**src/rtl/core/wshc_pkg.sv**
```systemverilog
// Shared constants, register codes and stage payload types of the size-hint constrain unit.
package wshc_pkg;

    // Design constants.
    localparam int DIM_BITS         = 16;
    localparam int ASPECT_FRAC_BITS = 16;
    localparam int FLOOR_WIDTH      = 32;
    localparam int FLOOR_HEIGHT     = 32;

    // Field and datapath widths.
    localparam int HALF_W     = 16;
    localparam int FL_W       = HALF_W - 1;
    localparam int OTH_W      = HALF_W + 2;
    localparam int LIM_W      = 32;
    localparam int PROD_W     = LIM_W + 1 + OTH_W;
    localparam int CLAMP_BITS = ((DIM_BITS > HALF_W) ? DIM_BITS : HALF_W) + 1;
    localparam int MAG_W      = CLAMP_BITS + 1;
    localparam int DIV_STEP   = 3;
    localparam int DIV_STAGES = (MAG_W + DIV_STEP - 1) / DIV_STEP;
    localparam int DIV_W      = DIV_STAGES * DIV_STEP;
    localparam int FIN_W      = MAG_W + 2;

    // Largest dimension before the output is cut to its field width.
    localparam logic [FIN_W-1:0] DIM_TOP = FIN_W'((64'd1 << DIM_BITS) - 64'd1);

    // Configuration port.
    localparam int CFG_W = 64;
    localparam int IDX_W = 3;

    localparam logic [IDX_W-1:0] REG_BASE_SIZE     = 3'd0;
    localparam logic [IDX_W-1:0] REG_MIN_SIZE      = 3'd1;
    localparam logic [IDX_W-1:0] REG_MAX_SIZE      = 3'd2;
    localparam logic [IDX_W-1:0] REG_SIZE_STEP     = 3'd3;
    localparam logic [IDX_W-1:0] REG_ASPECT_LIMITS = 3'd4;
    localparam logic [IDX_W-1:0] REG_HINT_ENABLE   = 3'd5;
    localparam logic [IDX_W-1:0] REG_LAST_SIZE     = 3'd6;

    typedef struct packed {
        logic [31:0] base_size;
        logic [31:0] min_size;
        logic [31:0] max_size;
        logic [31:0] size_step;
        logic [63:0] aspect_limits;
        logic [1:0]  hint_enable;
        logic [31:0] last_size;
    } cfg_t;

    localparam cfg_t CFG_RESET = '{
        base_size:     '0,
        min_size:      '0,
        max_size:      '0,
        size_step:     '0,
        aspect_limits: '0,
        hint_enable:   2'b01,
        last_size:     '0
    };

    // Request as it enters the pipeline.
    typedef struct packed {
        logic                     force_hints;
        logic                     is_floated;
        logic                     is_pseudotiled;
        logic signed [HALF_W-1:0] req_height;
        logic signed [HALF_W-1:0] req_width;
    } req_t;

    // Floored size, hint decision and base-adjusted size.
    typedef struct packed {
        logic                    hints_on;
        logic                    base_is_min;
        logic [FL_W-1:0]         fl_w;
        logic [FL_W-1:0]         fl_h;
        logic signed [OTH_W-1:0] w1;
        logic signed [OTH_W-1:0] h1;
    } base_t;

    // Base stage plus the two aspect products.
    typedef struct packed {
        base_t                    b;
        logic signed [PROD_W-1:0] p_max;
        logic signed [PROD_W-1:0] p_min;
    } prod_t;

    // Sign and clamped magnitude of each dimension ahead of the increment snap.
    typedef struct packed {
        logic             hints_on;
        logic [FL_W-1:0]  fl_w;
        logic [FL_W-1:0]  fl_h;
        logic             neg_w;
        logic             neg_h;
        logic [MAG_W-1:0] mag_w;
        logic [MAG_W-1:0] mag_h;
    } mag_t;

    // Magnitudes with their partial remainders by the increments.
    typedef struct packed {
        mag_t              m;
        logic [HALF_W-1:0] rem_w;
        logic [HALF_W-1:0] rem_h;
    } quo_t;

    // Result item.
    typedef struct packed {
        logic              size_changed;
        logic [HALF_W-1:0] out_height;
        logic [HALF_W-1:0] out_width;
    } res_t;

endpackage

```
**src/rtl/core/wshc_div.sv**
```systemverilog
// Pipelined restoring remainder of both magnitudes by their resize increments.
module wshc_div (
    input  logic            aclk,
    input  logic            aresetn,
    input  wshc_pkg::cfg_t  cfg,
    input  logic            in_valid,
    output logic            in_ready,
    input  wshc_pkg::mag_t  in_data,
    output logic            out_valid,
    input  logic            out_ready,
    output wshc_pkg::quo_t  out_data
);
    import wshc_pkg::*;

    quo_t data_reg  [DIV_STAGES];
    logic valid_reg [DIV_STAGES];
    logic stage_en  [DIV_STAGES];

    logic [HALF_W-1:0] inc_w;
    logic [HALF_W-1:0] inc_h;

    assign inc_w = cfg.size_step[HALF_W-1:0];
    assign inc_h = cfg.size_step[2*HALF_W-1:HALF_W];

    // Bring in the next dividend bits, most significant first, one subtract each.
    function automatic logic [HALF_W-1:0] rem_step(input logic [HALF_W-1:0]   r_in,
                                                   input logic [DIV_STEP-1:0] bits,
                                                   input logic [HALF_W-1:0]   d);
        logic [HALF_W-1:0] r;
        logic [HALF_W:0]   sh;
        r = r_in;
        for (int k = DIV_STEP - 1; k >= 0; k--) begin
            sh = {r, bits[k]};
            if (sh >= {1'b0, d}) begin
                sh = sh - {1'b0, d};
            end
            r = sh[HALF_W-1:0];
        end
        return r;
    endfunction

    for (genvar g = 0; g < DIV_STAGES; g++) begin : g_stage
        quo_t             stage_in;
        logic             stage_in_valid;
        logic             down_ready;
        quo_t             data_next;
        logic [DIV_W-1:0] dvd_w;
        logic [DIV_W-1:0] dvd_h;

        if (g == 0) begin : g_first
            assign stage_in.m     = in_data;
            assign stage_in.rem_w = '0;
            assign stage_in.rem_h = '0;
            assign stage_in_valid = in_valid;
        end else begin : g_chain
            assign stage_in       = data_reg[g-1];
            assign stage_in_valid = valid_reg[g-1];
        end

        if (g == DIV_STAGES - 1) begin : g_last
            assign down_ready = out_ready;
        end else begin : g_mid
            assign down_ready = stage_en[g+1];
        end

        assign stage_en[g] = !valid_reg[g] || down_ready;

        // Leading zeros pad the magnitude to a whole number of stages.
        assign dvd_w = DIV_W'(stage_in.m.mag_w);
        assign dvd_h = DIV_W'(stage_in.m.mag_h);

        always_comb begin
            data_next       = stage_in;
            data_next.rem_w = rem_step(stage_in.rem_w,
                                       dvd_w[DIV_W-1-DIV_STEP*g -: DIV_STEP], inc_w);
            data_next.rem_h = rem_step(stage_in.rem_h,
                                       dvd_h[DIV_W-1-DIV_STEP*g -: DIV_STEP], inc_h);
        end

        always_ff @(posedge aclk) begin
            if (!aresetn) begin
                valid_reg[g] <= 1'b0;
            end else if (stage_en[g]) begin
                valid_reg[g] <= stage_in_valid;
            end
        end

        always_ff @(posedge aclk) begin
            if (stage_en[g]) begin
                data_reg[g] <= data_next;
            end
        end
    end

    assign in_ready  = stage_en[0];
    assign out_valid = valid_reg[DIV_STAGES-1];
    assign out_data  = data_reg[DIV_STAGES-1];

`ifndef SYNTHESIS
    // A stalled item in the last divider stage keeps its partial results.
    a_div_stall_hold: assert property (@(posedge aclk) disable iff (!aresetn)
        valid_reg[DIV_STAGES-1] && !out_ready
        |=> valid_reg[DIV_STAGES-1] && (data_reg[DIV_STAGES-1] == $past(data_reg[DIV_STAGES-1])))
        else $error("divider output stage changed while stalled");
`endif

endmodule

```
**config.mk**
```make
export PLATFORM = sky130hd
export DESIGN_NAME = wshc_div
export DESIGN_NICKNAME = d
export VERILOG_FILES = /design/src/rtl/core/wshc_pkg.sv /design/src/rtl/core/wshc_div.sv
export SDC_FILE = /design/constraint.sdc
export NUM_CORES = 2
export LEC_CHECK = 0
export BUFFER_PORTS_ARGS = -buffer_cell sky130_fd_sc_hd__buf_2
export CORE_ASPECT_RATIO = 0.5
export CORE_MARGIN = 1.5
export CORE_UTILIZATION = 65
export DETAILED_ROUTE_END_ITERATION = 8
export PLACE_DENSITY = 0.82
export SLEW_MARGIN = 25
export SYNTH_ARGS = -nofsm -noshare
export SYNTH_HDL_FRONTEND = slang
export SYNTH_SLANG_ARGS = --single-unit
```
**constraint.sdc**
```tcl
create_clock -name aclk -period 34.1 [get_ports aclk]
set_input_delay 6.82 -clock aclk [delete_from_list [all_inputs] [get_ports aclk]]
set_output_delay 6.82 -clock aclk [all_outputs]
set_load 0.05 [all_outputs]
```
---- Word level (Yosys, flattened, before mapping) ----
Memory sizes are Yosys's and may differ from the RTL's.
Index checks and enable logic that the tools add are counted.
operators by class
  $add $sub $neg .......................... 36
  $mul .................................... 0
  divide/modulo/power cells ............... 0
  $lt $le $gt $ge ......................... 36
  equality and inequality tests ........... 0
  shift-type cells ........................ 0
  mux-type cells .......................... 67
  bitwise logic cells ..................... 6
  reduce and logical (&&, ||, !) cells .... 12
operators with widths
  cell                number
  $ge A17 B16 Y1      34
  $mux W16            36
  $sub A16 B16 Y16    34
  $ge A1 B16 Y1       2
  $sub A1 B16 Y16     2
  $mux W1             31
  $logic_not A1 Y1    6
  $logic_or A1 B1 Y1  6
  $or A1 B1 Y1        6
storage, ports and cells
  register bits after elaboration ......... 0
  bits in latches ......................... 0
  RAM bits ................................ 612
  memory bits (read-only) ................. 0
  input bits .............................. 299
  output and inout bits ................... 103
  logic and storage cells ................. 159
  memories ................................ 2
memory list
  name       depth  width  rd ports  clocked after Yosys merged registers in  wr ports  line            RTL
  data_reg   6      101    6         0                                        6         wshc_div.sv:15  quo_t data_reg [DIV_STAGES];
  valid_reg  6      1      6         0                                        6         wshc_div.sv:16  logic valid_reg [DIV_STAGES];

---- Longest topological paths before layout ----
An unclocked memory read counts as a cell.
  depth after elaboration ................. 12
  gate-level depth with buffers ........... 39
  mapped depth without buffers ............ 33

---- Worst setup path after synthesis ----
No wires, ideal clock.
  path type ............................... input -> output
  start point ............................. input port out_ready
  end point ............................... output port in_ready
  arrival ................................. 10.663 ns
  required time ........................... 27.280 ns
  path slack .............................. 16.617 ns
  stages .................................. 4
  buffers on the path ..................... 1
  cell sequence ........................... nor2b_1 and3_1 clkbuf_1 nand4_1
on the way
  longest elaborated chain between the ends .. 6
ends and longest elaborated chain
  element                           line            RTL
  start, declared                   wshc_div.sv:10  input logic out_ready,
  $logic_or A1 B1 Y1 (6 in series)  wshc_div.sv:66  assign stage_en[g] = !valid_reg[g] || down_ready;
  end, declared                     wshc_div.sv:7   output logic in_ready,
No other way between the ends.

==> metrics.txt <==
# IOs=402; root buf cell=clkbuf_16; Slowest-stage cell, CP=a2111oi_0; Pre-antenna DRT Iters=6; Final Hold Viols=0; Die Y=196.7 um; CTS Hold Bufs=0; Initial Util=66.23%; CTS H-tree depth=2; design area=0.05323 sq mm; initial antenna violation count=1; Initial DRC Count=3073; vias in the first global route=38120; Tcrit/Tclk final=48.33%; Worst-Margin Slew=0.9909 ns; worst vdd rail ir drop=0.1267 mV; Die X-Extent=390.4 um; routed len/inst=20.75 um; ys async rst share=0%; area of the core=0.07366 sq mm; fmax=0.06068 GHz; cell taking the most area after synthesis=edfxtp_1; dpl cell area=0.05126 sq mm; Worst-path clk slew=0.07 ns; Layout fillers=5243; min cycle time layout=16.48 ns; Synth top area share=37.61%; hold crit path type=flip-flop to flip-flop; Area growth syn-to-layout=9.110%; largest net degree at the start of global routing=71; Vias=38930; Yosys cell types=88; grt total ovfl=0; synth top area cells=edfxtp_1, ha_1, mux2_2; Finish-stage setup viols=0; count of input and output buffers=207; Num CTS Buffers=55; routability cong.=0.9301; CTS tree=done; Seq/Total Area, Yosys=37.65%; status=completed; HPWL Detailed=88800 um; Sink Count=612; type of the worst setup path=input port to flip-flop; # rows=70; startpoint class of the critical path=input port; CP Max Fanout=26; Nets=5904; Top FF cell, synth=edfxtp_1; share of layout cells above drive strength 1=14.05%; Critical Path RT=34.48 ns; YS warnings=0; syn_nets=5653; Via density=6.405; CP peak stage delay=0.84 ns; Final ANT Viol Nets=0; max FFs per register=606; first-pass GRT wire length=197500 um; crit path DAT=16.86 ns; worst skew pair latency=0.66 ns; Mapped Area=0.04879 sq mm; Routed WL=126100 um; Mapped Cells=4772; Setup Total Neg Slack=0 ns; full die area=0.07681 sq mm; Slew headroom=33.88%; EDFF count, synth=611; commonest cells after routing, fill and taps aside=edfxtp_1, ha_1, a21oi_1; post-cts sizing count=0; Yosys reg bits=612; GRT Resource Usage Total=32.19%; commonest non-fill, non-tap cell in the layout=edfxtp_1; Max Root-Sink Buffers=3; pwr dens=98.36 mW/mm^2; final clock skew=0.02949 ns; number of max-cap violations=0; max-slew violation count=0; Mean Syn Cell Area=10.22 sq um; Setup crit end kind=flip-flop; DRC Markers=0; RSZ-0062 raised after global routing=no; Post-CTS Setup Inserts=0; Leak=23.05 nW
[through the flow]
| stage | hold slack [ns] | worst slack (ns) | power (mW) | utilization [%] | std cells |
|---|---|---|---|---|---|
| 4_1_cts | 0.4134 | 17.94 | 5.211 | 72.24 | 6076 |
| 6_report | 0.4139 | 17.62 | 5.236 | 72.27 | 6077 |
| 5_1_grt | 0.4173 | 17.04 | 5.604 | 72.27 | 6077 |
| 3_3_place_gp | 0.4001 | 17.61 | 4.349 | 69.58 | 5974 |
| 2_1_floorplan | 0.4003 | 16.62 | 3.876 | - | 4772 |
| 3_5_place_dp | 0.4045 | 17.32 | 4.488 | 69.59 | 5974 |
[final timing paths]
path                                      start               to  slack, ns  cells past startpoint
worst max-delay path                    cfg[99]  data_reg[3][23]      17.62                     34
worst max register to register  data_reg[2][16]  data_reg[3][23]      24.56                     30
worst min register to register  data_reg[4][94]  data_reg[5][94]       0.41                      0
worst min-delay path            data_reg[4][94]  data_reg[5][94]       0.41                      0
[routing by layer]
layer	GRT usage, %	vias up	routed length [um]
met5	0	-	0
met4	13.55	0	5809
met3	4.028	392	8344
met2	56.94	1352	61860
met1	39.89	18620	50100
li1	-	18560	-
[logic make-up (layout without fill, tap and decap cells)]
logic type      count (synthesis)  after routing  synth area share [%]
compound gates               1290           1290                 17.03
simple gates                 1238           1238                 12.33
flops                         612            612                 37.65
fa+ha+maj                     582            582                 15.45
xor+xnor                      389            389                 6.984
mux                           352            352                 8.048
buf+inv                       309            605                 2.508
other cells                     0              1                     0
[synth_stat cells (11+ instances only)]
cell	count
a31oi_1	34
xor2_1	123
a211oi_1	48
o21bai_1	47
nand3_1	83
nor2b_1	90
a2111oi_0	15
o31a_1	20
nor3_1	107
a31o_2	15
o41ai_1	16
inv_1	236
nor4_1	25
and2_1	30
or3_1	31
clkbuf_1	43
a211o_1	14
or2_2	27
nand2b_1	64
o21ai_0	273
and3_1	29
nor2_1	353
o21ai_1	11
a221oi_1	12
o211ai_1	28
fa_1	34
mux2i_1	51
a21o_1	144
a21oi_1	384
o21a_1	75
nand2_1	270
buf_2	18
o31ai_1	38
a21boi_0	17
ha_1	548
edfxtp_1	611
xnor2_1	266
nand4_1	96
mux2_2	284
[final cells by class]
class	instances	area, sq um	share of cell area, %
Clock buffer	67	1453	2.729
Timing Repair Buffer	266	1483	2.785
Clock inverter	35	496.7	0.9332
Antenna cell	1	2.502	0.004701
Sequential cell	612	18370	34.51
Inverter	237	894.6	1.681
Tap cell	1008	1261	2.369
Multi-Input combinational cell	3851	29270	54.99
[critical path: cells and delay by family]
kind	cells	cell delay (ns)
AOI/OAI and AO/OA	18	5.76
buffers and inverters	5	1.27
and+or+nand+nor	6	1.12
adders and majority gates	3	0.99
muxes	2	0.83
[report_power, final]
group	switching (mW)	internal, mW	leakage (nW)
clock	0.297	0.390	0.948
combinational	1.86	1.60	15.5
sequential	0.0432	1.04	6.60
total	2.20	3.03	23.1
No activity file was read; power rests on OpenSTA's default activity.
