**config.mk**
```make
export PLATFORM = sky130hd
export DESIGN_NAME = wshc_prep
export DESIGN_NICKNAME = d
export VERILOG_FILES = /design/src/rtl/core/wshc_pkg.sv /design/src/rtl/core/wshc_prep.sv
export SDC_FILE = /design/constraint.sdc
export NUM_CORES = 2
export LEC_CHECK = 0
export ABC_CLOCK_PERIOD_IN_PS = 6400
export BUFFER_PORTS_ARGS = -buffer_cell sky130_fd_sc_hd__buf_2
export CAP_MARGIN = 0
export CORE_MARGIN = 2
export CORE_UTILIZATION = 40
export CTS_CLUSTER_SIZE = 14
export DETAILED_ROUTE_END_ITERATION = 12
export GPL_ROUTABILITY_DRIVEN = 0
export HOLD_SLACK_MARGIN = 0.1
export PLACE_DENSITY = 0.57
export SKIP_CTS_REPAIR_TIMING = 1
export SYNTH_ARGS = -nofsm -noshare
export SYNTH_HDL_FRONTEND = slang
export SYNTH_SLANG_ARGS = --single-unit
export TNS_END_PERCENT = 1
```
**constraint.sdc**
```tcl
create_clock -name aclk -period 6.4 [get_ports aclk]
set_input_delay 0.64 -clock aclk [delete_from_list [all_inputs] [get_ports aclk]]
set_output_delay 0.64 -clock aclk [all_outputs]
set_load 0.005 [all_outputs]
```
**src/rtl/core/wshc_pkg.sv**
```systemverilog
// Shared constants, register codes and stage payload types of the size-hint constrain unit.
package wshc_pkg;

    // Design constants.
    localparam int DIM_BITS         = 16;
    localparam int ASPECT_FRAC_BITS = 16;
    localparam int FLOOR_WIDTH      = 32;
    localparam int FLOOR_HEIGHT     = 32;

    // Field and datapath widths.
    localparam int HALF_W     = 16;
    localparam int FL_W       = HALF_W - 1;
    localparam int OTH_W      = HALF_W + 2;
    localparam int LIM_W      = 32;
    localparam int PROD_W     = LIM_W + 1 + OTH_W;
    localparam int CLAMP_BITS = ((DIM_BITS > HALF_W) ? DIM_BITS : HALF_W) + 1;
    localparam int MAG_W      = CLAMP_BITS + 1;
    localparam int DIV_STEP   = 3;
    localparam int DIV_STAGES = (MAG_W + DIV_STEP - 1) / DIV_STEP;
    localparam int DIV_W      = DIV_STAGES * DIV_STEP;
    localparam int FIN_W      = MAG_W + 2;

    // Largest dimension before the output is cut to its field width.
    localparam logic [FIN_W-1:0] DIM_TOP = FIN_W'((64'd1 << DIM_BITS) - 64'd1);

    // Configuration port.
    localparam int CFG_W = 64;
    localparam int IDX_W = 3;

    localparam logic [IDX_W-1:0] REG_BASE_SIZE     = 3'd0;
    localparam logic [IDX_W-1:0] REG_MIN_SIZE      = 3'd1;
    localparam logic [IDX_W-1:0] REG_MAX_SIZE      = 3'd2;
    localparam logic [IDX_W-1:0] REG_SIZE_STEP     = 3'd3;
    localparam logic [IDX_W-1:0] REG_ASPECT_LIMITS = 3'd4;
    localparam logic [IDX_W-1:0] REG_HINT_ENABLE   = 3'd5;
    localparam logic [IDX_W-1:0] REG_LAST_SIZE     = 3'd6;

    typedef struct packed {
        logic [31:0] base_size;
        logic [31:0] min_size;
        logic [31:0] max_size;
        logic [31:0] size_step;
        logic [63:0] aspect_limits;
        logic [1:0]  hint_enable;
        logic [31:0] last_size;
    } cfg_t;

    localparam cfg_t CFG_RESET = '{
        base_size:     '0,
        min_size:      '0,
        max_size:      '0,
        size_step:     '0,
        aspect_limits: '0,
        hint_enable:   2'b01,
        last_size:     '0
    };

    // Request as it enters the pipeline.
    typedef struct packed {
        logic                     force_hints;
        logic                     is_floated;
        logic                     is_pseudotiled;
        logic signed [HALF_W-1:0] req_height;
        logic signed [HALF_W-1:0] req_width;
    } req_t;

    // Floored size, hint decision and base-adjusted size.
    typedef struct packed {
        logic                    hints_on;
        logic                    base_is_min;
        logic [FL_W-1:0]         fl_w;
        logic [FL_W-1:0]         fl_h;
        logic signed [OTH_W-1:0] w1;
        logic signed [OTH_W-1:0] h1;
    } base_t;

    // Base stage plus the two aspect products.
    typedef struct packed {
        base_t                    b;
        logic signed [PROD_W-1:0] p_max;
        logic signed [PROD_W-1:0] p_min;
    } prod_t;

    // Sign and clamped magnitude of each dimension ahead of the increment snap.
    typedef struct packed {
        logic             hints_on;
        logic [FL_W-1:0]  fl_w;
        logic [FL_W-1:0]  fl_h;
        logic             neg_w;
        logic             neg_h;
        logic [MAG_W-1:0] mag_w;
        logic [MAG_W-1:0] mag_h;
    } mag_t;

    // Magnitudes with their partial remainders by the increments.
    typedef struct packed {
        mag_t              m;
        logic [HALF_W-1:0] rem_w;
        logic [HALF_W-1:0] rem_h;
    } quo_t;

    // Result item.
    typedef struct packed {
        logic              size_changed;
        logic [HALF_W-1:0] out_height;
        logic [HALF_W-1:0] out_width;
    } res_t;

endpackage

```
**src/rtl/core/wshc_prep.sv**
```systemverilog
// Front stages: floor, hint decision, base removal and the two aspect products.
module wshc_prep (
    input  logic             aclk,
    input  logic             aresetn,
    input  wshc_pkg::cfg_t   cfg,
    input  logic             in_valid,
    output logic             in_ready,
    input  wshc_pkg::req_t   in_data,
    output logic             out_valid,
    input  logic             out_ready,
    output wshc_pkg::prod_t  out_data
);
    import wshc_pkg::*;

    logic  a_valid_reg;
    logic  b_valid_reg;
    logic  a_en;
    logic  b_en;
    base_t a_data_reg;
    base_t a_data_next;
    prod_t b_data_reg;
    prod_t b_data_next;

    logic [HALF_W-1:0] base_w;
    logic [HALF_W-1:0] base_h;
    logic [LIM_W-1:0]  aspect_hw_lo;
    logic [LIM_W-1:0]  aspect_wh_hi;

    assign base_w       = cfg.base_size[HALF_W-1:0];
    assign base_h       = cfg.base_size[2*HALF_W-1:HALF_W];
    assign aspect_hw_lo = cfg.aspect_limits[LIM_W-1:0];
    assign aspect_wh_hi = cfg.aspect_limits[2*LIM_W-1:LIM_W];

    // A stage moves when it is empty or the one after it moves.
    assign b_en     = !b_valid_reg || out_ready;
    assign a_en     = !a_valid_reg || b_en;
    assign in_ready = a_en;

    // Stage A: raise to the floor, pick the enable bit, take the base off early if needed.
    always_comb begin
        if (in_data.force_hints || in_data.is_floated || in_data.is_pseudotiled) begin
            a_data_next.hints_on = cfg.hint_enable[0];
        end else begin
            a_data_next.hints_on = cfg.hint_enable[1];
        end
        if (in_data.req_width < FLOOR_WIDTH) begin
            a_data_next.fl_w = FL_W'(FLOOR_WIDTH);
        end else begin
            a_data_next.fl_w = in_data.req_width[FL_W-1:0];
        end
        if (in_data.req_height < FLOOR_HEIGHT) begin
            a_data_next.fl_h = FL_W'(FLOOR_HEIGHT);
        end else begin
            a_data_next.fl_h = in_data.req_height[FL_W-1:0];
        end
        a_data_next.base_is_min = (cfg.base_size == cfg.min_size);
        if (a_data_next.base_is_min) begin
            a_data_next.w1 = OTH_W'(a_data_next.fl_w);
            a_data_next.h1 = OTH_W'(a_data_next.fl_h);
        end else begin
            a_data_next.w1 = OTH_W'(a_data_next.fl_w) - OTH_W'(base_w);
            a_data_next.h1 = OTH_W'(a_data_next.fl_h) - OTH_W'(base_h);
        end
    end

    always_ff @(posedge aclk) begin
        if (!aresetn) begin
            a_valid_reg <= 1'b0;
        end else if (a_en) begin
            a_valid_reg <= in_valid;
        end
    end

    always_ff @(posedge aclk) begin
        if (a_en) begin
            a_data_reg <= a_data_next;
        end
    end

    // Stage B: cross products used both for the aspect tests and for rounding.
    always_comb begin
        b_data_next.b     = a_data_reg;
        b_data_next.p_max = $signed({1'b0, aspect_wh_hi}) * $signed(a_data_reg.h1);
        b_data_next.p_min = $signed({1'b0, aspect_hw_lo}) * $signed(a_data_reg.w1);
    end

    always_ff @(posedge aclk) begin
        if (!aresetn) begin
            b_valid_reg <= 1'b0;
        end else if (b_en) begin
            b_valid_reg <= a_valid_reg;
        end
    end

    always_ff @(posedge aclk) begin
        if (b_en) begin
            b_data_reg <= b_data_next;
        end
    end

    assign out_valid = b_valid_reg;
    assign out_data  = b_data_reg;

endmodule

```
======== Word-level counts from Yosys, hierarchy flattened ========
Index checks and enable logic that the tools add are counted.
word-level totals
  bits in registers ....................... 236
  latch bits .............................. 0
  bits in writable memories ............... 0
  bits in read-only memories .............. 0
  input bits .............................. 265
  output and inout bits ................... 172
  word-level logic and storage cells ...... 35
  memories kept ........................... 0
operators by class
  add/sub/neg operators ................... 2
  $mul .................................... 2
  div/mod/pow operators ................... 0
  order comparisons ....................... 2
  equal/unequal tests ..................... 1
  shifts and indexed selects .............. 0
  mux-type cells .......................... 4
  bitwise gates (word level) .............. 0
  reductions and logical operators ........ 6
operators with widths
  cell                                                                   number
  33-bit by 17-bit multiplier with 50-bit output                         2
  15-bit by 16-bit subtractor with 17-bit output                         2
  33-bit two-way mux                                                     1
  32-bit == test                                                         1
  16-bit by 7-bit < comparator with 1-bit output, second input constant  2
  15-bit two-way mux                                                     2
  1-bit logical OR                                                       4
  1-bit logical NOT                                                      2
  1-bit two-way mux                                                      1

======== Depth between registers and ports, before layout ========
  word-level depth ........................ 4
  gate-level depth with buffers ........... 24
  mapped depth without buffers ............ 23

======== Least setup slack after synthesis ========
OpenSTA, ideal clock, no wires.
  kind .................................... in2reg
  start ................................... in cfg[50] (netlist bit)
  end ..................................... reg b_data_reg, in the netlist out_data[45], data pin
  arrival time ............................ 6.014 ns
  required time ........................... 6.138 ns
  path slack .............................. 0.124 ns
  cell stages on the path ................. 22
  buffers on the path ..................... 2
  path through ............................ clkbuf_1 > nand2_1 > fa_1 > inv_1 > fa_1 > fa_1 > fa_1 > fa_1 > inv_1 > fa_1 > inv_1 > ha_1 > clkbuf_1 > a21o_1 > a211o_1 > nor2_1 > o21ai_0 > a31oi_2 > o2111ai_2 > a41oi_1 > o21bai_1 > xor2_1
RTL lines
  element                 RTL line         source
  start: declaration      wshc_prep.sv:5   input wshc_pkg::cfg_t cfg,
  end signal: assignment  wshc_prep.sv:97  b_data_reg <= b_data_next;
  end: declaration        wshc_prep.sv:21  prod_t b_data_reg;

==> results.md <==
* R2r startpoint: a_data_reg[5]$_DFFE_PP_
* Hold crit path type: input pin to flip-flop
* Vias in the first global route at 35,186
* Post-synthesis xor/xnor area fraction at 2.68%
* TritonCTS buffer count at 31
* Worst slew pin tran at 1010 ps
* Compound-Gate Fraction of Synth Area at 5.33%
* Die Ht at 339 µm
* Max Fclk at 158 MHz
* DRC violations left at 0
* Setup Skew at 49.2 ps
* Drt first-iter violations at 1,501
* Setup CP Type: flip-flop to flip-flop
* Crit. End Element: flip-flop
* Hold endpoint: a_valid_reg$_SDFFE_PN0P_
* Synth top area cells: fa_1, edfxtp_1, ha_1
* Synth Flop Type: edfxtp_1
* Post-synthesis cell count at around 4,700
* Wirelength per Cell at around 18 µm
* Die ar. at 115,000 µm²
* Hold Path Depth at 3
* Num ports at 437
* Startpoint class of the critical path: flip-flop
* Mapped Nets at between 6,000 and 7,000
* Placed insts at 6,716
* Synth Area in Simple Gates at 15.6%
* Total grt overflow at 0
* Area Growth Syn to Fin at 17.4%
* Area leader, netlist: fa_1
* Count leader, synth: inv_1
* Initial Util at between 40% and 50%
* Row Count at approximately 120
* Post-Syn Area at 44,800 µm²
* Final setup violation count at 0
* RR Endpoint: out_data[92]$_DFFE_PP_
* Slew margin rel. at 32.9%
* Status: completed
* WL final at 120,000 µm
* Post-synth ARST share at 0%
* Synth top cells by count: inv_1, fa_1, nand2_1, and2_1, ha_1
* Syn_area_per_cell at 9.57 µm²
* Detail Placement HPWL at 102,000 µm
* Htree depth at 1
* Worst EP arrival at 6780 ps
* Final period utilization at 98.9%
* Number of flops mapped to enable cells by yosys at 232
* Crit-path max FO at 19
* Synth top area share at 40.2%
* Max FFs per register at 166
* Initial antenna violation count at 7
* Drt first pass iters at 7
* Largest net degree at the start of global routing at 106
* Ratio of cells with drive above 1 in the final layout at around 17%
* Yosys Warn Count at 0
* Vias/cell at a little under 5
* DP Worst Slack at -822 ps
* Main combinational cell family by area after synthesis: adder cells
* Critical Path RT at 6850 ps
* Core area at between 100,000 and 150,000 µm²
* Worst-Skew Late Latency at 650 ps
* Synth unique cells at between 60 and 70
* FF-to-FF setup slack at 70 ps
* I/O Buffers at 340
* Gr usage total at 21.3%
* Global-route wire length before repair at just under 200,000 µm
* Post-Synth Adder-Cell Area at about half
* Clock Tree Buf Depth at 3
* RSZ-0062 raised after global routing: yes
* Vias after detailed routing at 32,748
* HP Start: in_valid
* Final Hold Fails at 0
* Sequential cell area fraction in the yosys report at 15.6%
* Pins Over Slew Limit at 0
* Number of nets in the layout at just under 7,000
* Die X at 339 µm
* Final min period at between 6000 and 7000 ps
* Clk sinks at 234
* CTS tree: built
* Clock transition at path regs at 60 ps
* Root buffer cell: clkbuf_16
* #FFs+latches synth at 234
* Post-route setup slack at 71.3 ps
* Antenna viol nets, final at 0
* Max cap viols at 0
* Finished Layout Cells at between 6,000 and 7,000
* Mux cell area share after synthesis at 0.251%
* Reg2Reg Depth at 23
==> worst max-delay path by stage <==
stage | startpoint | end | slack [ps] | depth (start not counted)
after floorplan | cfg[50] | out_data[45]$_DFFE_PP_ | 120 | 22
after global placement | cfg[78] | out_data[100]$_DFFE_PP_ | -800 | 23
after detailed placement | cfg[78] | out_data[100]$_DFFE_PP_ | -820 | 23
after CTS | a_data_reg[5]$_DFFE_PP_ | out_data[100]$_DFFE_PP_ | -440 | 23
after global routing | a_data_reg[5]$_DFFE_PP_ | out_data[93]$_DFFE_PP_ | -150 | 24
final | a_data_reg[5]$_DFFE_PP_ | out_data[92]$_DFFE_PP_ | 70 | 23
==> per-layer routing <==
layer  track usage, %  vias to the layer above  part of all wire [%]  wire [µm]
li1                 -                    15284                     -          -
met1             29.7                    16622                    46      55100
met2             35.0                      721                    46      55300
met3             3.74                      119                   6.0       7230
met4             4.25                        2                   1.9       2270
met5                0                        -                 0.011         13
==> cell families after synthesis <==
group                      count (synthesis)
AOI/OAI and AO/OA                        365
DFF                                      234
xor gates and xnor gates                 137
and+or+nand+nor                         1418
adders and majority gates               1246
buffers and inverters                   1276
muxes                                     10
==> critical path: stages, from the launching register on <==
cell and delay [ps]:
edfxtp_1 410, buf_12 180, buf_12 160, and2_1 170, fa_1 530, inv_1 50
fa_1 480, fa_1 520, inv_1 80, fa_1 500, fa_1 490, inv_1 50
fa_1 470, inv_1 40, ha_1 290, nand4_1 200, nor4_4 430, o31ai_4 150
buf_6 160, nor2b_2 160, o21ai_2 150, buf_6 140, a21oi_1 80, xnor2_1 250
==> through the flow <==
stage	utilization, %	instance area (µm²)	setup TNS [ps]	hold WS, ps
5_1_grt	47.4	52600	-1470	238
6_report	47.4	52600	0	264
3_5_place_dp	46.2	51200	-13670	405
4_1_cts	47.1	52200	-3160	217
2_1_floorplan	-	44800	0	400
3_3_place_gp	46.2	51200	-12580	401
==> placed cells by master, fill, tap and decap left out, types with 10 or more instances in the layout <==
master     synthesis  final
nand3_1           30     29
buf_4              4    360
xor2_1            27     27
nand2_1          609    608
a21o_1            60     60
a21oi_1          112    106
nand2b_1          27     27
edfxtp_1         232    232
and3_1            11     10
nand4_1           27     27
clkbuf_16          0     31
o21a_1            15     15
xnor2_1          110    109
nor2_1           129    128
o21bai_1          10     10
o21ai_1           12     15
and2_1           496    495
fa_1             900    893
mux2_2            10     10
nor3_1            18     17
buf_12             0     45
nor2b_1           37     36
inv_1           1080   1077
a31oi_1           20     15
ha_1             346    342
or3_1             10     10
o21ai_0           54     47
buf_2              0    340
==> area by class of cell <==
class | instances | area [µm²]
fill | 10627 | 58300
antenna | 5 | 12.5
sequential | 234 | 7010
multi-input combinational | 3176 | 33300
timing repair buffer | 750 | 5360
clock inverter | 23 | 211
clock buffer | 35 | 791
inverter | 1080 | 4070
tap | 1488 | 1860
Power is left out: the tool's default activity adds up to more than one toggle a clock period on the data nets, which glitch-free logic cannot reach.
