===== src/rtl/core/wshc_pkg.sv =====
// Shared constants, register codes and stage payload types of the size-hint constrain unit.
package wshc_pkg;

    // Design constants.
    localparam int DIM_BITS         = 16;
    localparam int ASPECT_FRAC_BITS = 16;
    localparam int FLOOR_WIDTH      = 32;
    localparam int FLOOR_HEIGHT     = 32;

    // Field and datapath widths.
    localparam int HALF_W     = 16;
    localparam int FL_W       = HALF_W - 1;
    localparam int OTH_W      = HALF_W + 2;
    localparam int LIM_W      = 32;
    localparam int PROD_W     = LIM_W + 1 + OTH_W;
    localparam int CLAMP_BITS = ((DIM_BITS > HALF_W) ? DIM_BITS : HALF_W) + 1;
    localparam int MAG_W      = CLAMP_BITS + 1;
    localparam int DIV_STEP   = 3;
    localparam int DIV_STAGES = (MAG_W + DIV_STEP - 1) / DIV_STEP;
    localparam int DIV_W      = DIV_STAGES * DIV_STEP;
    localparam int FIN_W      = MAG_W + 2;

    // Largest dimension before the output is cut to its field width.
    localparam logic [FIN_W-1:0] DIM_TOP = FIN_W'((64'd1 << DIM_BITS) - 64'd1);

    // Configuration port.
    localparam int CFG_W = 64;
    localparam int IDX_W = 3;

    localparam logic [IDX_W-1:0] REG_BASE_SIZE     = 3'd0;
    localparam logic [IDX_W-1:0] REG_MIN_SIZE      = 3'd1;
    localparam logic [IDX_W-1:0] REG_MAX_SIZE      = 3'd2;
    localparam logic [IDX_W-1:0] REG_SIZE_STEP     = 3'd3;
    localparam logic [IDX_W-1:0] REG_ASPECT_LIMITS = 3'd4;
    localparam logic [IDX_W-1:0] REG_HINT_ENABLE   = 3'd5;
    localparam logic [IDX_W-1:0] REG_LAST_SIZE     = 3'd6;

    typedef struct packed {
        logic [31:0] base_size;
        logic [31:0] min_size;
        logic [31:0] max_size;
        logic [31:0] size_step;
        logic [63:0] aspect_limits;
        logic [1:0]  hint_enable;
        logic [31:0] last_size;
    } cfg_t;

    localparam cfg_t CFG_RESET = '{
        base_size:     '0,
        min_size:      '0,
        max_size:      '0,
        size_step:     '0,
        aspect_limits: '0,
        hint_enable:   2'b01,
        last_size:     '0
    };

    // Request as it enters the pipeline.
    typedef struct packed {
        logic                     force_hints;
        logic                     is_floated;
        logic                     is_pseudotiled;
        logic signed [HALF_W-1:0] req_height;
        logic signed [HALF_W-1:0] req_width;
    } req_t;

    // Floored size, hint decision and base-adjusted size.
    typedef struct packed {
        logic                    hints_on;
        logic                    base_is_min;
        logic [FL_W-1:0]         fl_w;
        logic [FL_W-1:0]         fl_h;
        logic signed [OTH_W-1:0] w1;
        logic signed [OTH_W-1:0] h1;
    } base_t;

    // Base stage plus the two aspect products.
    typedef struct packed {
        base_t                    b;
        logic signed [PROD_W-1:0] p_max;
        logic signed [PROD_W-1:0] p_min;
    } prod_t;

    // Sign and clamped magnitude of each dimension ahead of the increment snap.
    typedef struct packed {
        logic             hints_on;
        logic [FL_W-1:0]  fl_w;
        logic [FL_W-1:0]  fl_h;
        logic             neg_w;
        logic             neg_h;
        logic [MAG_W-1:0] mag_w;
        logic [MAG_W-1:0] mag_h;
    } mag_t;

    // Magnitudes with their partial remainders by the increments.
    typedef struct packed {
        mag_t              m;
        logic [HALF_W-1:0] rem_w;
        logic [HALF_W-1:0] rem_h;
    } quo_t;

    // Result item.
    typedef struct packed {
        logic              size_changed;
        logic [HALF_W-1:0] out_height;
        logic [HALF_W-1:0] out_width;
    } res_t;

endpackage


===== src/rtl/core/wshc_final.sv =====
// Back stages: snap, base restore, min and max limits, saturation and change flag.
module wshc_final (
    input  logic            aclk,
    input  logic            aresetn,
    input  wshc_pkg::cfg_t  cfg,
    input  logic            in_valid,
    output logic            in_ready,
    input  wshc_pkg::quo_t  in_data,
    output logic            out_valid,
    input  logic            out_ready,
    output wshc_pkg::res_t  out_data
);
    import wshc_pkg::*;

    typedef struct packed {
        logic                    hints_on;
        logic [FL_W-1:0]         fl_w;
        logic [FL_W-1:0]         fl_h;
        logic signed [FIN_W-1:0] v_w;
        logic signed [FIN_W-1:0] v_h;
    } snap_t;

    typedef struct packed {
        logic hints_on;
        res_t res;
    } out_t;

    logic  e_valid_reg;
    logic  f_valid_reg;
    logic  e_en;
    logic  f_en;
    snap_t e_data_reg;
    snap_t e_data_next;
    out_t  f_data_reg;
    out_t  f_data_next;

    logic [HALF_W-1:0] ow;
    logic [HALF_W-1:0] oh;

    // Drop the remainder and put sign and base back.
    function automatic logic signed [FIN_W-1:0] restore(input logic [MAG_W-1:0]  mag,
                                                        input logic [HALF_W-1:0] rem,
                                                        input logic [HALF_W-1:0] inc,
                                                        input logic              neg,
                                                        input logic [HALF_W-1:0] base);
        logic [MAG_W-1:0]        t;
        logic signed [FIN_W-1:0] sv;
        t = (inc == '0) ? mag : (mag - MAG_W'(rem));
        sv = $signed({2'b00, t});
        if (neg) begin
            sv = -sv;
        end
        return sv + $signed(FIN_W'(base));
    endfunction

    // Limits when hints apply, then saturation to the dimension range.
    function automatic logic [HALF_W-1:0] fit_dim(input logic                    hints_on,
                                                  input logic [FL_W-1:0]         fl,
                                                  input logic signed [FIN_W-1:0] v,
                                                  input logic [HALF_W-1:0]       mn,
                                                  input logic [HALF_W-1:0]       mx);
        logic signed [FIN_W-1:0] x;
        x = hints_on ? v : $signed(FIN_W'(fl));
        if (hints_on) begin
            if (x < $signed(FIN_W'(mn))) begin
                x = $signed(FIN_W'(mn));
            end
            if ((mx != '0) && (x > $signed(FIN_W'(mx)))) begin
                x = $signed(FIN_W'(mx));
            end
        end
        if (x < 0) begin
            x = '0;
        end else if (x > $signed(DIM_TOP)) begin
            x = $signed(DIM_TOP);
        end
        return x[HALF_W-1:0];
    endfunction

    assign f_en     = !f_valid_reg || out_ready;
    assign e_en     = !e_valid_reg || f_en;
    assign in_ready = e_en;

    // Stage E: snapped signed values with the base added back.
    always_comb begin
        e_data_next.hints_on = in_data.m.hints_on;
        e_data_next.fl_w     = in_data.m.fl_w;
        e_data_next.fl_h     = in_data.m.fl_h;
        e_data_next.v_w      = restore(in_data.m.mag_w, in_data.rem_w,
                                       cfg.size_step[HALF_W-1:0], in_data.m.neg_w,
                                       cfg.base_size[HALF_W-1:0]);
        e_data_next.v_h      = restore(in_data.m.mag_h, in_data.rem_h,
                                       cfg.size_step[2*HALF_W-1:HALF_W], in_data.m.neg_h,
                                       cfg.base_size[2*HALF_W-1:HALF_W]);
    end

    always_ff @(posedge aclk) begin
        if (!aresetn) begin
            e_valid_reg <= 1'b0;
        end else if (e_en) begin
            e_valid_reg <= in_valid;
        end
    end

    always_ff @(posedge aclk) begin
        if (e_en) begin
            e_data_reg <= e_data_next;
        end
    end

    // Stage F, the output register: limits, saturation and the change flag.
    always_comb begin
        ow = fit_dim(e_data_reg.hints_on, e_data_reg.fl_w, e_data_reg.v_w,
                     cfg.min_size[HALF_W-1:0], cfg.max_size[HALF_W-1:0]);
        oh = fit_dim(e_data_reg.hints_on, e_data_reg.fl_h, e_data_reg.v_h,
                     cfg.min_size[2*HALF_W-1:HALF_W], cfg.max_size[2*HALF_W-1:HALF_W]);
        f_data_next.hints_on         = e_data_reg.hints_on;
        f_data_next.res.out_width    = ow;
        f_data_next.res.out_height   = oh;
        f_data_next.res.size_changed = (ow != cfg.last_size[HALF_W-1:0])
                                    || (oh != cfg.last_size[2*HALF_W-1:HALF_W]);
    end

    always_ff @(posedge aclk) begin
        if (!aresetn) begin
            f_valid_reg <= 1'b0;
        end else if (f_en) begin
            f_valid_reg <= e_valid_reg;
        end
    end

    always_ff @(posedge aclk) begin
        if (f_en) begin
            f_data_reg <= f_data_next;
        end
    end

    assign out_valid = f_valid_reg;
    assign out_data  = f_data_reg.res;

`ifndef SYNTHESIS
    // Without hints the result never drops below the floor.
    a_floor_width: assert property (@(posedge aclk) disable iff (!aresetn)
        f_valid_reg && !f_data_reg.hints_on
        |-> f_data_reg.res.out_width >= HALF_W'(FLOOR_WIDTH))
        else $error("unhinted width below floor");
`endif

`ifndef SYNTHESIS
    a_floor_height: assert property (@(posedge aclk) disable iff (!aresetn)
        f_valid_reg && !f_data_reg.hints_on
        |-> f_data_reg.res.out_height >= HALF_W'(FLOOR_HEIGHT))
        else $error("unhinted height below floor");
`endif

endmodule

===== config.mk =====
export PLATFORM = sky130hd
export DESIGN_NAME = wshc_final
export DESIGN_NICKNAME = d
export VERILOG_FILES = /design/src/rtl/core/wshc_pkg.sv /design/src/rtl/core/wshc_final.sv
export SDC_FILE = /design/constraint.sdc
export NUM_CORES = 1
export LEC_CHECK = 0
export BUFFER_PORTS_ARGS = -buffer_cell sky130_fd_sc_hd__buf_2
export CORE_ASPECT_RATIO = 1.4
export CORE_MARGIN = 2
export CORE_UTILIZATION = 35
export DETAILED_ROUTE_END_ITERATION = 16
export GPL_ROUTABILITY_DRIVEN = 0
export GPL_TIMING_DRIVEN = 0
export SLEW_MARGIN = 25
export SYNTH_ARGS = -nofsm -noshare
export SYNTH_HDL_FRONTEND = slang
export SYNTH_SLANG_ARGS = --single-unit

===== constraint.sdc =====
create_clock -name aclk -period 6.52 [get_ports aclk]
set_input_delay 0 -clock aclk [delete_from_list [all_inputs] [get_ports aclk]]
set_output_delay 0 -clock aclk [all_outputs]
set_load 0.05 [all_outputs]

# Word-level counts from Yosys, hierarchy flattened
# Index checks and enable logic that the tools add are counted.
dict set report word_totals {
  regBits 106
  output_inout_bits 35
  inputBits 331
  wordCells 55
}
dict set report classes {
  eq_ne 2
  n_lt_le_gt_ge 8
  n_addsub 6
  n_reduce_logical 11
  n_mux 18
}
# operator n
set op_table {}
lappend op_table {{$mux 20} 12}
lappend op_table {{$mux 16} 4}
lappend op_table {{$add 20x17->20} 2}
lappend op_table {{$gt 20x17->1} 2}
lappend op_table {{$gt 20x17->1 const B} 2}
lappend op_table {{$lt 20x1->1 const B} 2}
lappend op_table {{$lt 20x17->1} 2}
lappend op_table {{$neg 18->20} 2}
lappend op_table {{$mux 18} 2}
lappend op_table {{$sub 18x16->18} 2}
lappend op_table {{$logic_not 16->1} 2}
lappend op_table {{$ne 16x16->1} 2}
lappend op_table {{$reduce_bool 16->1} 2}
lappend op_table {{$logic_or 1x1->1} 3}
lappend op_table {{$logic_and 1x1->1} 2}
lappend op_table {{$logic_not 1->1} 2}

# Logic depth before layout (Yosys ltp)
dict set report logic_depth {
  depth_word 13
  depth_mapped 35
  ltp_nobuf 29
}

# Worst setup path before layout
# Ideal clock, no wire load.
dict set report synth_path {
  kind {reg2reg}
  from {reg e_data_reg[70] in the netlist's numbering}
  to {reg f_data_reg, in the netlist out_data[32] (data pin)}
  path_stages_with_launch 31
  t_required_ns 6.249
  period_less_slack_ns 6.677
  setup_time_ns 0.271
  arrival_ns 6.406
  path_buffers 5
  slack_ns -0.157
  path_cell_list {edfxtp_1 > buf_2 > inv_1 > clkbuf_1 > buf_1 > nand2_1 > nand2_1 > ha_1 > a21o_1 > a21o_1 > a21o_1 > a21o_1 > a21o_1 > a211oi_1 > o31ai_1 > a21oi_1 > ha_1 > clkbuf_8 > clkbuf_1 > mux2_2 > ha_1 > nand4_2 > or4_1 > a21o_1 > o211ai_2 > a21oi_4 > o211a_1 > a32o_1 > or4_1 > nor4_1 > nand4_1}
}
# item line
set synth_rtl {}
lappend synth_rtl {{from (decl)} wshc_final.sv:32} ;# snap_t e_data_reg;
lappend synth_rtl {{from (signal assigned)} wshc_final.sv:107} ;# e_data_reg <= e_data_next;
lappend synth_rtl {{to (signal assigned)} wshc_final.sv:134} ;# f_data_reg <= f_data_next;
lappend synth_rtl {{to (decl)} wshc_final.sv:34} ;# out_t f_data_reg;

==> impl_metrics.csv <==
group,metric,value,unit
grt,busiest_layer,"met2",
timing,max_freq,0.1568,GHz
yosys,synthTopCellsByArea,"edfxtp_1 25%, ha_1 13%, nand2_1 4.9%",
route,drc,0,
die,core,34860,µm²
setup_path,critPathArrivalTime,6470,ps
setup_path,max_stage_delay,560,ps
yosys,syn_nets,1969,
route,via_per_inst,5.613,
hold_path,holdPathEnd,"e_data_reg[1]",
yosys,synth.avg_cell_area,8.196,µm²
yosys,synth_edf_count,104,
placed_design,hpwl,36.75,mm
placed_design,portBuffers,299,
hold_path,min_from,"cfg[211]",
clock_network,clockBufferDepth,2,
grt,grt_pass1_vias,12670,
route,wire_per_inst,19.06,µm
grt,met1_usage,0.2718,
die,die_area,36760,µm²
clock_network,clock-sinks,106,
finish,largest_reg_flops,71,
power,ir_worst_vdd,0.0001771,V
grt,grt_usage,0.2356,
power,power_density,287.2,nW/µm²
setup_path,r2r_start,"e_data_reg[70]",
yosys,async_reset_ff_frac,0,
route,routed_wirelength,44.93,mm
timing,rsz0062_at_grt,"true",
power,total_power,4.696,mW
yosys,synth_top_flop_cell,"edfxtp_1",
die,ioPinCount,366,
grt,use_met3,0.02130,
yosys,syn_inst,1504,
flow_run,maxCapViolations,0,
run_status,status,"finished, final reports clean",
yosys,synth.largest_area_cell,"edfxtp_1",
timing,max_slew.worst_pin.slew,915.1,ps
finish,areaGrowthSynthToFinish,32.65,%
setup_path,crit_path_top_delay_cell,"or4_4",
die,rows,81,
setup_path,cp-end-kind,"flop",
die,die_h,226.1,µm
grt,grt-ovfl-total,0,
route,drtPass1Iterations,6,
clock_network,cts_tree,"done",
yosys,synthTopCellsByCount,"162 x nand2_1, 137 x inv_1, 130 x ha_1",
timing,min_period,6376,ps
placed_design,pre_cts_ws,-1824,ps
power,leakage,7.479,nW
finish,layout.nets,2361,
grt,grt_pass1_wl,67.00,mm
yosys,yosysUniqueCellTypes,91,
yosys,ys_warn_count,0,
route,via_count,13230,
timing,setup_slack,143.7,ps
hold_path,min_path_type,"input port to flop",
timing,setup_violations,0,
clock_network,htreeDepth,3,
finish,drive_gt1_frac,0.2709,
yosys,synth_top_cell_area_share,0.2533,
setup_path,worstPathMaxFanout,10,
yosys,synth-seq-cells,106,
clock_network,root_buffer,"clkbuf_16",
yosys,yosysSeqAreaShare,0.2566,
setup_path,path_class,"flop to flop",
setup_path,startpoint_type,"flop",
route,drtAntennaViolNets,0,
setup_path,rrSetupSlack,140,ps
grt,grt_start_max_net_pins,55,
setup_path,required,6610,ps
route,drt_iter0_markers,972,
setup_path,reg2reg_to,"out_data[32]",
timing,slew-limit-headroom,0.3899,
clock_network,cts_buffers,9,
timing,hold_violations,0,
die,die_w,162.6,µm
yosys,yosysMostFrequentCell,"nand2_1",
die,start_util,0.3536,
timing,finalClockSkew,7.992,ps
placed_design,place_inst,2260,
grt,grt_use_met2,0.4063,
timing,post-route-period-util,0.9780,
grt,antenna_found_initial,0,
hold_path,hold_depth,2,
finish,nFillCells,3483,
timing,slew_viol_final,0,
setup_path,rr_worst_depth,31,
clock_network,clk_pin_slew_worst_paths,70,ps
finish,diodes,0,
finish,finalNonFillerCells,2357,
clock_network,clock_latency,380,ps
yosys,netlist_area,12330,µm²
cells by family (layout without fill, tap and decap cells):
family                   count (synthesis)  after routing  share of synthesized area
flip-flops                             106            106                     0.2566
XOR/XNOR                                93             93                    0.06608
buffers and inverters                  185            582                    0.06070
adder cells (fa/ha/maj)                134            134                     0.1384
multiplexers                            36             36                    0.03096
AO/OA/AOI/OAI                          431            431                     0.2380
AND/OR/NAND/NOR                        519            519                     0.2092
power breakdown:
part	internal, mW	switching [mW]	total [mW]
registers	0.997	0.0670	1.06
clock network	0.340	0.253	0.593
logic	1.26	1.78	3.04
metal layers:
metal / vias up / share of wire
met1: 6051 / 0.39
met2: 599 / 0.48
met3: 180 / 0.057
li1: 6401 / -
met4: 0 / 0.077
met5: - / 0
cell type report:
type                            instances  area (µm²)  share of cell area
Multi-Input combinational cell       1213        9090              0.5559
Sequential cell                       106        3163              0.1934
Timing Repair Buffer                  382        2278              0.1393
Tap cell                              456       570.5             0.03489
Inverter                              139       546.8             0.03344
Buffer                                 44       370.4             0.02265
Clock buffer                            9       225.2             0.01377
Clock inverter                          7       98.84            0.006045
Timing Repair inverter                  1       8.758           0.0005356
cell usage in the layout (no fill, tap or decap), types with 14 or more instances in the layout:
cell type,netlist,routed
buf_2,8,305
nand2_1,162,151
inv_1,137,134
ha_1,130,119
edfxtp_1,104,104
nor2_1,96,87
o21ai_0,93,82
a21oi_1,86,74
xnor2_1,63,63
nand3_1,51,45
buf_4,0,40
nor3_1,39,39
dlygate4sd3_1,0,35
a21o_1,32,32
xor2_1,30,30
nand2b_1,26,26
nor4_1,26,23
a211oi_1,28,22
mux2i_1,21,19
o211ai_1,19,19
clkbuf_1,26,18
a31oi_1,17,17
nand4_1,16,16
or3_1,16,16
and2_1,16,16
o21a_1,14,14
timing repair:
item	CTS	global route
buffers inserted	16	27
pin swaps	24	58
hold endpoints to repair	35	0
gates resized for setup	97	101
endpoints found under the setup margin	33	1
gates cloned	2	3
hold buffers	35	0
how the worst max path moves through the flow:
stage	startpoint	to	slack, ps	cells past startpoint
after floorplan	e_data_reg[70]	out_data[32]	30	30
after global placement	e_data_reg[70]	out_data[32]	-1780	33
after detailed placement	e_data_reg[70]	out_data[32]	-1820	33
after CTS	e_data_reg[70]	out_data[32]	2	31
after global routing	e_data_reg[70]	out_data[32]	-80	34
final	e_data_reg[70]	out_data[32]	140	31
metrics by stage:
stage	TNS [ps]	utilization	instance area, µm²	hold WS (ps)
floorplan	0	-	12330	98.87
global placement	-18840	0.4129	14400	180.4
detailed placement	-20590	0.4139	14430	178.1
CTS	0	0.4491	15660	2.010
global route	-77.72	0.4690	16350	20.70
finish	0	0.4690	16350	25.83
worst max-delay path: cells and delay by family, from the launching register on:
kind | cells | cell delay [ps]
fa+ha+maj | 3 | 800
buf+inv | 7 | 1030
simple gates | 9 | 1590
flops | 1 | 380
compound gates | 11 | 1930
mux | 1 | 330
(Power assumes the default switching activity.)
